==> config.mk <==
export PLATFORM = sky130hd
export DESIGN_NAME = markov_dwell_simulator_flat
export DESIGN_NICKNAME = d
export VERILOG_FILES = /design/src/mds_pkg.sv /design/src/mds_if.sv /design/src/markov_dwell_simulator.sv /design/src/flat_wrapper.sv
export SDC_FILE = /design/constraint.sdc
export NUM_CORES = 2
export LEC_CHECK = 0
export ABC_CLOCK_PERIOD_IN_PS = 15090
export BUFFER_PORTS_ARGS = -buffer_cell sky130_fd_sc_hd__clkbuf_2
export CORE_ASPECT_RATIO = 2
export CORE_MARGIN = 2
export CORE_UTILIZATION = 45
export CTS_BUF_LIST = sky130_fd_sc_hd__clkbuf_4 sky130_fd_sc_hd__clkbuf_8
export DETAILED_ROUTE_END_ITERATION = 10
export PLACE_DENSITY = 0.67
export SETUP_SLACK_MARGIN = 0.4
export SYNTH_ARGS = -nofsm -noshare
export SYNTH_HDL_FRONTEND = slang
export SYNTH_SLANG_ARGS = --single-unit
export TNS_END_PERCENT = 10
==> constraint.sdc <==
create_clock -name clk -period 15.09 [get_ports clk]
set_input_delay 0.7545 -clock clk [delete_from_list [all_inputs] [get_ports clk]]
set_output_delay 0.7545 -clock clk [all_outputs]
set_load 0.005 [all_outputs]
==> src/mds_pkg.sv <==
`default_nettype none

package mds_pkg;

	localparam int MAX_STATES = 8;
	localparam int STATE_W    = 3;
	localparam int NUM_W      = 4;
	localparam int RAND_W     = 16;
	localparam int PROB_W     = 17;
	localparam int POS_W      = 32;
	localparam int CNT_W      = 32;
	localparam int TOT_W      = 48;

	// 2.0 in the fraction format, one bit wider than a table entry
	localparam logic [PROB_W:0] TWO_FRAC = (PROB_W + 1)'(131072);

	localparam logic KIND_TICK = 1'b0;
	localparam logic KIND_LOAD = 1'b1;

	typedef logic [STATE_W-1:0] state_t;
	typedef logic [PROB_W-1:0]  prob_t;
	typedef logic [MAX_STATES-1:0][PROB_W-1:0] row_t;

	typedef struct packed {
		logic [CNT_W-1:0] count;
		logic [TOT_W-1:0] total;
	} stats_t;

	typedef struct packed {
		state_t           current_state;
		logic             dwell_done;
		state_t           ended_state;
		logic [POS_W-1:0] dwell_start;
		logic [POS_W-1:0] dwell_length;
		logic [CNT_W-1:0] event_count;
		logic [TOT_W-1:0] total_dwell;
	} rsp_t;

endpackage

`default_nettype wire

==> src/mds_if.sv <==
`default_nettype none

interface mds_req_if;
	logic                        valid;
	logic                        ready;
	logic                        kind;
	logic [mds_pkg::RAND_W-1:0]  stay_random;
	logic [mds_pkg::RAND_W-1:0]  jump_random;
	logic [mds_pkg::STATE_W-1:0] load_row;
	logic [mds_pkg::STATE_W-1:0] load_col;
	logic [mds_pkg::PROB_W-1:0]  load_value;

	modport source (output valid, kind, stay_random, jump_random, load_row, load_col,
		load_value, input ready);
	modport sink (input valid, kind, stay_random, jump_random, load_row, load_col,
		load_value, output ready);
endinterface

interface mds_rsp_if;
	logic                        valid;
	logic                        ready;
	logic [mds_pkg::STATE_W-1:0] current_state;
	logic                        dwell_done;
	logic [mds_pkg::STATE_W-1:0] ended_state;
	logic [mds_pkg::POS_W-1:0]   dwell_start;
	logic [mds_pkg::POS_W-1:0]   dwell_length;
	logic [mds_pkg::CNT_W-1:0]   event_count;
	logic [mds_pkg::TOT_W-1:0]   total_dwell;

	modport source (output valid, current_state, dwell_done, ended_state, dwell_start,
		dwell_length, event_count, total_dwell, input ready);
	modport sink (input valid, current_state, dwell_done, ended_state, dwell_start,
		dwell_length, event_count, total_dwell, output ready);
endinterface

`default_nettype wire

==> src/markov_dwell_simulator.sv <==
`default_nettype none

// Discrete-time Markov chain sampler with per-state dwell statistics. In the
// accept cycle of a request the transition row and the statistics entry of
// the present state are read from their memories; in the cycle that completes
// the request the stay test and the parallel jump search run, the memories are
// written back and the result is loaded into the output register. A stalled
// response delays that completion. A new request is taken in the cycle after
// the previous one completes, so the block does not take a new request before
// it is through with the last one. Statistics start at zero through per-entry
// valid bits, so no clearing pass follows reset. Table entries read before
// they are loaded give undefined results.
module markov_dwell_simulator (
	input  logic                       clk,
	input  logic                       arst_n,
	input  logic                       cfg_we,
	input  logic [mds_pkg::NUM_W-1:0]  cfg_wdata,
	mds_req_if.sink                    req,
	mds_rsp_if.source                  rsp
);

	// control state
	logic [mds_pkg::NUM_W-1:0]      num_states_q;
	mds_pkg::state_t                state_q;
	logic [mds_pkg::POS_W-1:0]      tick_q;
	logic [mds_pkg::POS_W-1:0]      begin_q;
	logic                           busy_q;
	logic                           rsp_valid_q;
	logic [mds_pkg::MAX_STATES-1:0] stats_vld_q;

	// stage 1 request and memory read data
	logic                           kind_s1;
	logic [mds_pkg::RAND_W-1:0]     stay_s1;
	logic [mds_pkg::RAND_W-1:0]     jump_s1;
	mds_pkg::state_t                row_s1;
	mds_pkg::state_t                col_s1;
	mds_pkg::prob_t                 val_s1;
	mds_pkg::row_t                  trow_s1;
	mds_pkg::stats_t                stats_s1;
	logic                           stats_vld_s1;

	mds_pkg::rsp_t                  out_q;
	mds_pkg::rsp_t                  out_d;

	mds_pkg::row_t                  table_mem [mds_pkg::MAX_STATES];
	mds_pkg::stats_t                stats_mem [mds_pkg::MAX_STATES];

	logic                           accept;
	logic                           done_s1;
	logic                           is_tick;
	logic [mds_pkg::NUM_W-1:0]      n_use;
	mds_pkg::state_t                last_st;
	mds_pkg::state_t                fallback;
	mds_pkg::prob_t                 diag;
	logic [mds_pkg::PROB_W-1:0]     stay2;
	logic [mds_pkg::PROB_W:0]       stay_sum;
	logic                           stay;
	logic [mds_pkg::MAX_STATES-1:0] hit;
	logic                           found;
	mds_pkg::state_t                pick;
	mds_pkg::state_t                next_st;
	logic                           moved;
	logic [mds_pkg::POS_W-1:0]      len;
	mds_pkg::stats_t                stats_cur;
	mds_pkg::stats_t                stats_new;
	logic [mds_pkg::TOT_W:0]        tot_sum;

	assign req.ready = !busy_q;
	assign accept    = req.valid && !busy_q;
	assign done_s1   = busy_q && (!rsp_valid_q || rsp.ready);
	assign is_tick   = (kind_s1 == mds_pkg::KIND_TICK);

	always_comb begin
		n_use = num_states_q;
		if (n_use < mds_pkg::NUM_W'(2)) n_use = mds_pkg::NUM_W'(2);
		if (n_use > mds_pkg::NUM_W'(mds_pkg::MAX_STATES)) n_use = mds_pkg::NUM_W'(mds_pkg::MAX_STATES);
	end

	assign last_st  = mds_pkg::STATE_W'(n_use - mds_pkg::NUM_W'(1));
	assign fallback = (state_q == last_st) ? last_st - mds_pkg::STATE_W'(1) : last_st;

	// stay when the random lies within half the stay probability of either end
	assign diag     = trow_s1[state_q];
	assign stay2    = {stay_s1, 1'b0};
	assign stay_sum = {1'b0, stay2} + {1'b0, diag};
	assign stay     = (stay_sum >= mds_pkg::TWO_FRAC) || (stay2 <= diag);

	always_comb begin
		for (int i = 0; i < mds_pkg::MAX_STATES; i++) begin
			hit[i] = (mds_pkg::NUM_W'(i) < n_use) && (mds_pkg::STATE_W'(i) != state_q) &&
				(trow_s1[i] >= {1'b0, jump_s1});
		end
	end

	// lowest qualifying column wins
	always_comb begin
		found = 1'b0;
		pick  = '0;
		for (int i = mds_pkg::MAX_STATES - 1; i >= 0; i--) begin
			if (hit[i]) begin
				found = 1'b1;
				pick  = mds_pkg::STATE_W'(i);
			end
		end
	end

	assign next_st = stay ? state_q : (found ? pick : fallback);
	assign moved   = (next_st != state_q);
	assign len     = tick_q - begin_q;

	assign stats_cur = stats_vld_s1 ? stats_s1 : '0;
	assign tot_sum   = {1'b0, stats_cur.total} + (mds_pkg::TOT_W + 1)'(len);

	always_comb begin
		stats_new.count = (&stats_cur.count) ? stats_cur.count
			: stats_cur.count + mds_pkg::CNT_W'(1);
		stats_new.total = tot_sum[mds_pkg::TOT_W] ? '1 : tot_sum[mds_pkg::TOT_W-1:0];
	end

	always_comb begin
		out_d = '0;
		out_d.current_state = is_tick ? next_st : state_q;
		if (is_tick && moved) begin
			out_d.dwell_done   = 1'b1;
			out_d.ended_state  = state_q;
			out_d.dwell_start  = begin_q;
			out_d.dwell_length = len;
			out_d.event_count  = stats_new.count;
			out_d.total_dwell  = stats_new.total;
		end
	end

	// memories and stage 1 payload
	always_ff @(posedge clk) begin
		if (accept) begin
			kind_s1      <= req.kind;
			stay_s1      <= req.stay_random;
			jump_s1      <= req.jump_random;
			row_s1       <= req.load_row;
			col_s1       <= req.load_col;
			val_s1       <= req.load_value;
			trow_s1      <= table_mem[state_q];
			stats_s1     <= stats_mem[state_q];
			stats_vld_s1 <= stats_vld_q[state_q];
		end
		if (done_s1 && !is_tick) begin
			table_mem[row_s1][col_s1] <= val_s1;
		end
		if (done_s1 && is_tick && moved) begin
			stats_mem[state_q] <= stats_new;
		end
		if (done_s1) begin
			out_q <= out_d;
		end
	end

	always_ff @(posedge clk or negedge arst_n) begin
		if (!arst_n) begin
			num_states_q <= mds_pkg::NUM_W'(2);
			state_q      <= '0;
			tick_q       <= '0;
			begin_q      <= '0;
			busy_q       <= 1'b0;
			rsp_valid_q  <= 1'b0;
			stats_vld_q  <= '0;
		end else begin
			if (cfg_we) num_states_q <= cfg_wdata;
			if (accept) begin
				busy_q <= 1'b1;
			end else if (done_s1) begin
				busy_q <= 1'b0;
			end
			if (done_s1) begin
				rsp_valid_q <= 1'b1;
			end else if (rsp.ready) begin
				rsp_valid_q <= 1'b0;
			end
			if (done_s1 && is_tick) begin
				state_q <= next_st;
				tick_q  <= tick_q + mds_pkg::POS_W'(1);
				if (moved) begin
					// open the next dwell at this tick
					begin_q              <= tick_q;
					stats_vld_q[state_q] <= 1'b1;
				end
			end
		end
	end

	assign rsp.valid         = rsp_valid_q;
	assign rsp.current_state = out_q.current_state;
	assign rsp.dwell_done    = out_q.dwell_done;
	assign rsp.ended_state   = out_q.ended_state;
	assign rsp.dwell_start   = out_q.dwell_start;
	assign rsp.dwell_length  = out_q.dwell_length;
	assign rsp.event_count   = out_q.event_count;
	assign rsp.total_dwell   = out_q.total_dwell;

endmodule

`default_nettype wire

==> src/flat_wrapper.sv <==
// flat-port wrapper written by rule: the top's interface ports become plain ports
module markov_dwell_simulator_flat 
  (clk, arst_n, cfg_we, cfg_wdata, req_valid, req_kind, req_stay_random, req_jump_random, req_load_row, req_load_col, req_load_value, req_ready, rsp_valid, rsp_current_state, rsp_dwell_done, rsp_ended_state, rsp_dwell_start, rsp_dwell_length, rsp_event_count, rsp_total_dwell, rsp_ready);
  mds_req_if req_i ();
  mds_rsp_if rsp_i ();
  input  logic clk;
  input  logic arst_n;
  input  logic cfg_we;
  input  logic [mds_pkg::NUM_W-1:0] cfg_wdata;
  input wire logic [$bits(req_i.valid)-1:0] req_valid;
  input wire logic [$bits(req_i.kind)-1:0] req_kind;
  input wire logic [$bits(req_i.stay_random)-1:0] req_stay_random;
  input wire logic [$bits(req_i.jump_random)-1:0] req_jump_random;
  input wire logic [$bits(req_i.load_row)-1:0] req_load_row;
  input wire logic [$bits(req_i.load_col)-1:0] req_load_col;
  input wire logic [$bits(req_i.load_value)-1:0] req_load_value;
  output wire logic [$bits(req_i.ready)-1:0] req_ready;
  output wire logic [$bits(rsp_i.valid)-1:0] rsp_valid;
  output wire logic [$bits(rsp_i.current_state)-1:0] rsp_current_state;
  output wire logic [$bits(rsp_i.dwell_done)-1:0] rsp_dwell_done;
  output wire logic [$bits(rsp_i.ended_state)-1:0] rsp_ended_state;
  output wire logic [$bits(rsp_i.dwell_start)-1:0] rsp_dwell_start;
  output wire logic [$bits(rsp_i.dwell_length)-1:0] rsp_dwell_length;
  output wire logic [$bits(rsp_i.event_count)-1:0] rsp_event_count;
  output wire logic [$bits(rsp_i.total_dwell)-1:0] rsp_total_dwell;
  input wire logic [$bits(rsp_i.ready)-1:0] rsp_ready;
  assign req_i.valid = req_valid;
  assign req_i.kind = req_kind;
  assign req_i.stay_random = req_stay_random;
  assign req_i.jump_random = req_jump_random;
  assign req_i.load_row = req_load_row;
  assign req_i.load_col = req_load_col;
  assign req_i.load_value = req_load_value;
  assign req_ready = req_i.ready;
  assign rsp_valid = rsp_i.valid;
  assign rsp_current_state = rsp_i.current_state;
  assign rsp_dwell_done = rsp_i.dwell_done;
  assign rsp_ended_state = rsp_i.ended_state;
  assign rsp_dwell_start = rsp_i.dwell_start;
  assign rsp_dwell_length = rsp_i.dwell_length;
  assign rsp_event_count = rsp_i.event_count;
  assign rsp_total_dwell = rsp_i.total_dwell;
  assign rsp_i.ready = rsp_ready;
  markov_dwell_simulator u_core (.clk(clk), .arst_n(arst_n), .cfg_we(cfg_we), .cfg_wdata(cfg_wdata), .req(req_i), .rsp(rsp_i));
endmodule
==> out/results.tsv <==
metric	value	unit
most frequent CP cell	buf_4	
Starting Density	45.2	%
CP Class	flop to flop	
PostCTS Resize Cnt	0	
clock share of power	22.8	%
setup TNS	0	ns
peak supply drop	249	uV
filler cell count	16800	
Ports	218	
crit-path leading delay family	buffers and inverters	
fmax	135	MHz
Yosys reg bits	2233	
Vias	49700	
CP max FO	72	
flip-flop and latch area	66700	sq um
Hold WS	0.0947	ns
Crit path depth	15	
initial antenna violation count	6	
CTS Sinks	2233	
yosys warns	0	
Internal	13.6	mW
hold path depth	3	
CP bufs+invs	4	
Initial DRC Count	3700	
Core Rows	235	
first-pass GRT wire length	343	mm
fin util	50.9	%
Critical Path Start Type	flop	
Synth Area in Simple Gates	7.37	%
vias in the first global route	52800	
crit path launch	u_core.state_q[0]	
Min Clock Period, post-route	7.40	ns
final net count	6171	
Syn Inst Count	5377	
cell depth of the worst flop-to-flop path	15	
post-synthesis compound-gate area fraction	3.21	%
Async SR Flop Fraction	3.63	%
Post-synth top cells	edfxtp_1 (2152), nand2_1 (872), mux4_2 (468)	
worst stage delay on the critical path	0.88	ns
final setup vio count	0	
Total GRT Usage	22.3	%
worst-skew pair later-pin latency	0.99	ns
Core Region	205000	sq um
critical path endpoint category	flop	
Req. time, crit path	15.63	ns
layout cell share with drive strength beyond 1	22.5	%
final clock skew	0.114	ns
CTS tree	yes	
Max Cap Viol	0	
Top FF cell, synth	edfxtp_1	
Mapped Nets	5680	
post-synthesis adder-cell area fraction	3.24	%
vias per std cell	5.63	
Critical R2R Launch	u_core.state_q[0]	
net switching power	7.35	mW
largest net degree at the start of global routing	144	
sw frac	35.1	%
fin crit share	49.1	%
Final Total Pwr	21.0	mW
Worst Hold Class	input port to flop	
gpl congestion	0.966	
Slew @ Worst Pin	1.27	ns
clock slew at reported path FFs	0.08	ns
Post-Syn Area	92600	sq um
Flop pwr share	43.1	%
Final Hold Fails	0	
area share of the largest cell type after synthesis	69.8	%
main area contributors after synthesis	edfxtp_1 (70%), mux4_2 (11%), nand2_1 (3.5%)	
Layout area overhead	12.5	%
CTS H-tree lvls	5	
most common cell in the netlist	edfxtp_1	
WP data arrival	7.94	ns
Crit-path slowest cell	nor2_4	
I/O Buffers	217	
Lkg Pwr	36.4	nW
largest family of logic cells by synthesized area	multiplexers	
grt ovf	0	
mux cell area share after synthesis	11.7	%
total wire length	235	mm
TritonCTS Buffers	314	
Logic pwr share	34.1	%
drt pass-1 iters	7	
antenna-violating nets left	0	
cell taking the most area after synthesis	edfxtp_1	
Syn Area/Cell	17.2	sq um
WL/cell	26.6	um
Post-synth EDFFs	2152	
Worst R2R Setup Slack	7.69	ns
DRC	0	
status	finished, final reports clean	
xor/xnor cell area share of the yosys netlist	1.05	%
hpwl dp	151	mm
Vert. Die Dim	646	um
Distinct cells, synth	88	
Relative slew margins	14.7	%
Hold Crit Start	req_valid	
Root Driver	clkbuf_8	
RSZ-0062 raised after global routing	no	
die area	210000	sq um
critical path, cell by cell	buf_4 > buf_4 > mux4_2 > nand2_1 > and2_1 > ha_1 > nand4_1 > nor4_1 > o211ai_2 > o2111ai_1 > nor4b_4 > buf_4 > nand2_1 > nor2_4 > buf_4	
Slew Limit Fails	0	
Seq/Total Area, Yosys	72.0	%
multi-input logic area	24700	sq um
die width	325	um
Power per Cell Area	201	nW/um^2
Clock Path Buffers	4	
state kept, by name, summed over array words and instances (netlist names), 17 cells and up:
register,cells
u_core.table_mem,1088
u_core.stats_mem,640
u_core.tick_q,32
u_core.val_s1,17
u_core.stats_s1,80
u_core.rsp.event_count,32
u_core.trow_s1,136
u_core.rsp.dwell_start,32
u_core.rsp.total_dwell,48
u_core.begin_q,32
u_core.rsp.dwell_length,32
tightest hold or removal path: stages:
cell	delay, ns
clkbuf_2	0.10
nor2_1	0.04
nor2_1	0.08
logic make-up after synthesis:
family	after synthesis
xor+xnor	111
simple gates	1506
buf+inv	343
mux	493
flops	2233
compound gates	453
fa+ha+maj	238
area by class of cell:
class	count	share of cell area [%]
Antenna cell	7	0.0168
Clock buffer	410	4.89
Clock inverter	137	1.10
Inverter	115	0.427
Multi-Input combinational cell	2801	23.7
Sequential cell	2233	64.0
Tap cell	2725	3.27
Timing Repair Buffer	403	2.58
power groups by stage:
| stage | Sequential, mW | Clock (mW) | Combinational, mW |
|---|---|---|---|
| CTS | 9.03 | 4.90 | 7.19 |
| finish | 9.02 | 4.78 | 7.15 |
| global route | 9.06 | 5.13 | 7.78 |
| detailed placement | 9.16 | 0 | 7.14 |
| floorplan | 9.00 | 0 | 4.80 |
| global placement | 9.15 | 0 | 6.97 |
per-stage QoR:
| stage | cell area [sq um] | instances | setup slack, ns |
|---|---|---|---|
| finish | 104000 | 8831 | 7.69 |
| detailed placement | 97300 | 8225 | 7.56 |
| global placement | 97300 | 8225 | 7.62 |
| CTS | 104000 | 8824 | 7.51 |
| floorplan | 92600 | 5377 | 1.65 |
| global route | 104000 | 8827 | 7.09 |
cells in the final DEF (no fill, tap or decap), types with 47 or more instances in the layout:
cell,n
dlygate4sd3_1,52
clkbuf_8,322
nand2_1,872
ha_1,235
and2_1,119
clkbuf_4,88
buf_4,129
nand3_1,70
mux4_2,468
xor2_1,48
nand4_1,47
clkbuf_2,216
dfrtp_1,77
a21o_1,75
o21ai_0,76
edfxtp_1,2152
inv_1,112
xnor2_1,63
clkinv_1,62
nor2_1,175
a21oi_1,129
worst paths after layout:
| path | to |
|---|---|
| hold / removal | u_core.busy_q |
| min in group asynchronous | u_core.tick_q[3] |
| max in group asynchronous | u_core.state_q[0] |
| hold reg to reg | u_core.stats_vld_q[5] |
| setup reg to reg | u_core.stats_mem[7][62] |
| setup / recovery | u_core.stats_mem[7][62] |
what timing repair did:
| item | in CTS | in global routing |
|---|---|---|
| endpoints found under the hold margin | 79 | 0 |
| setup buffers | 0 | 0 |
| endpoints found under the setup margin | 0 | 0 |
| hold buffers | 52 | 0 |
per-layer routing:
layer | share of wire (%) | vias to the layer above | global-route usage (%)
li1 | - | 21900 | -
met1 | 34 | 25700 | 23.4
met2 | 54 | 1593 | 41.8
met3 | 5.0 | 551 | 3.68
met4 | 6.4 | 0 | 13.0
met5 | 0 | - | 0
(Power assumes the default switching activity.)
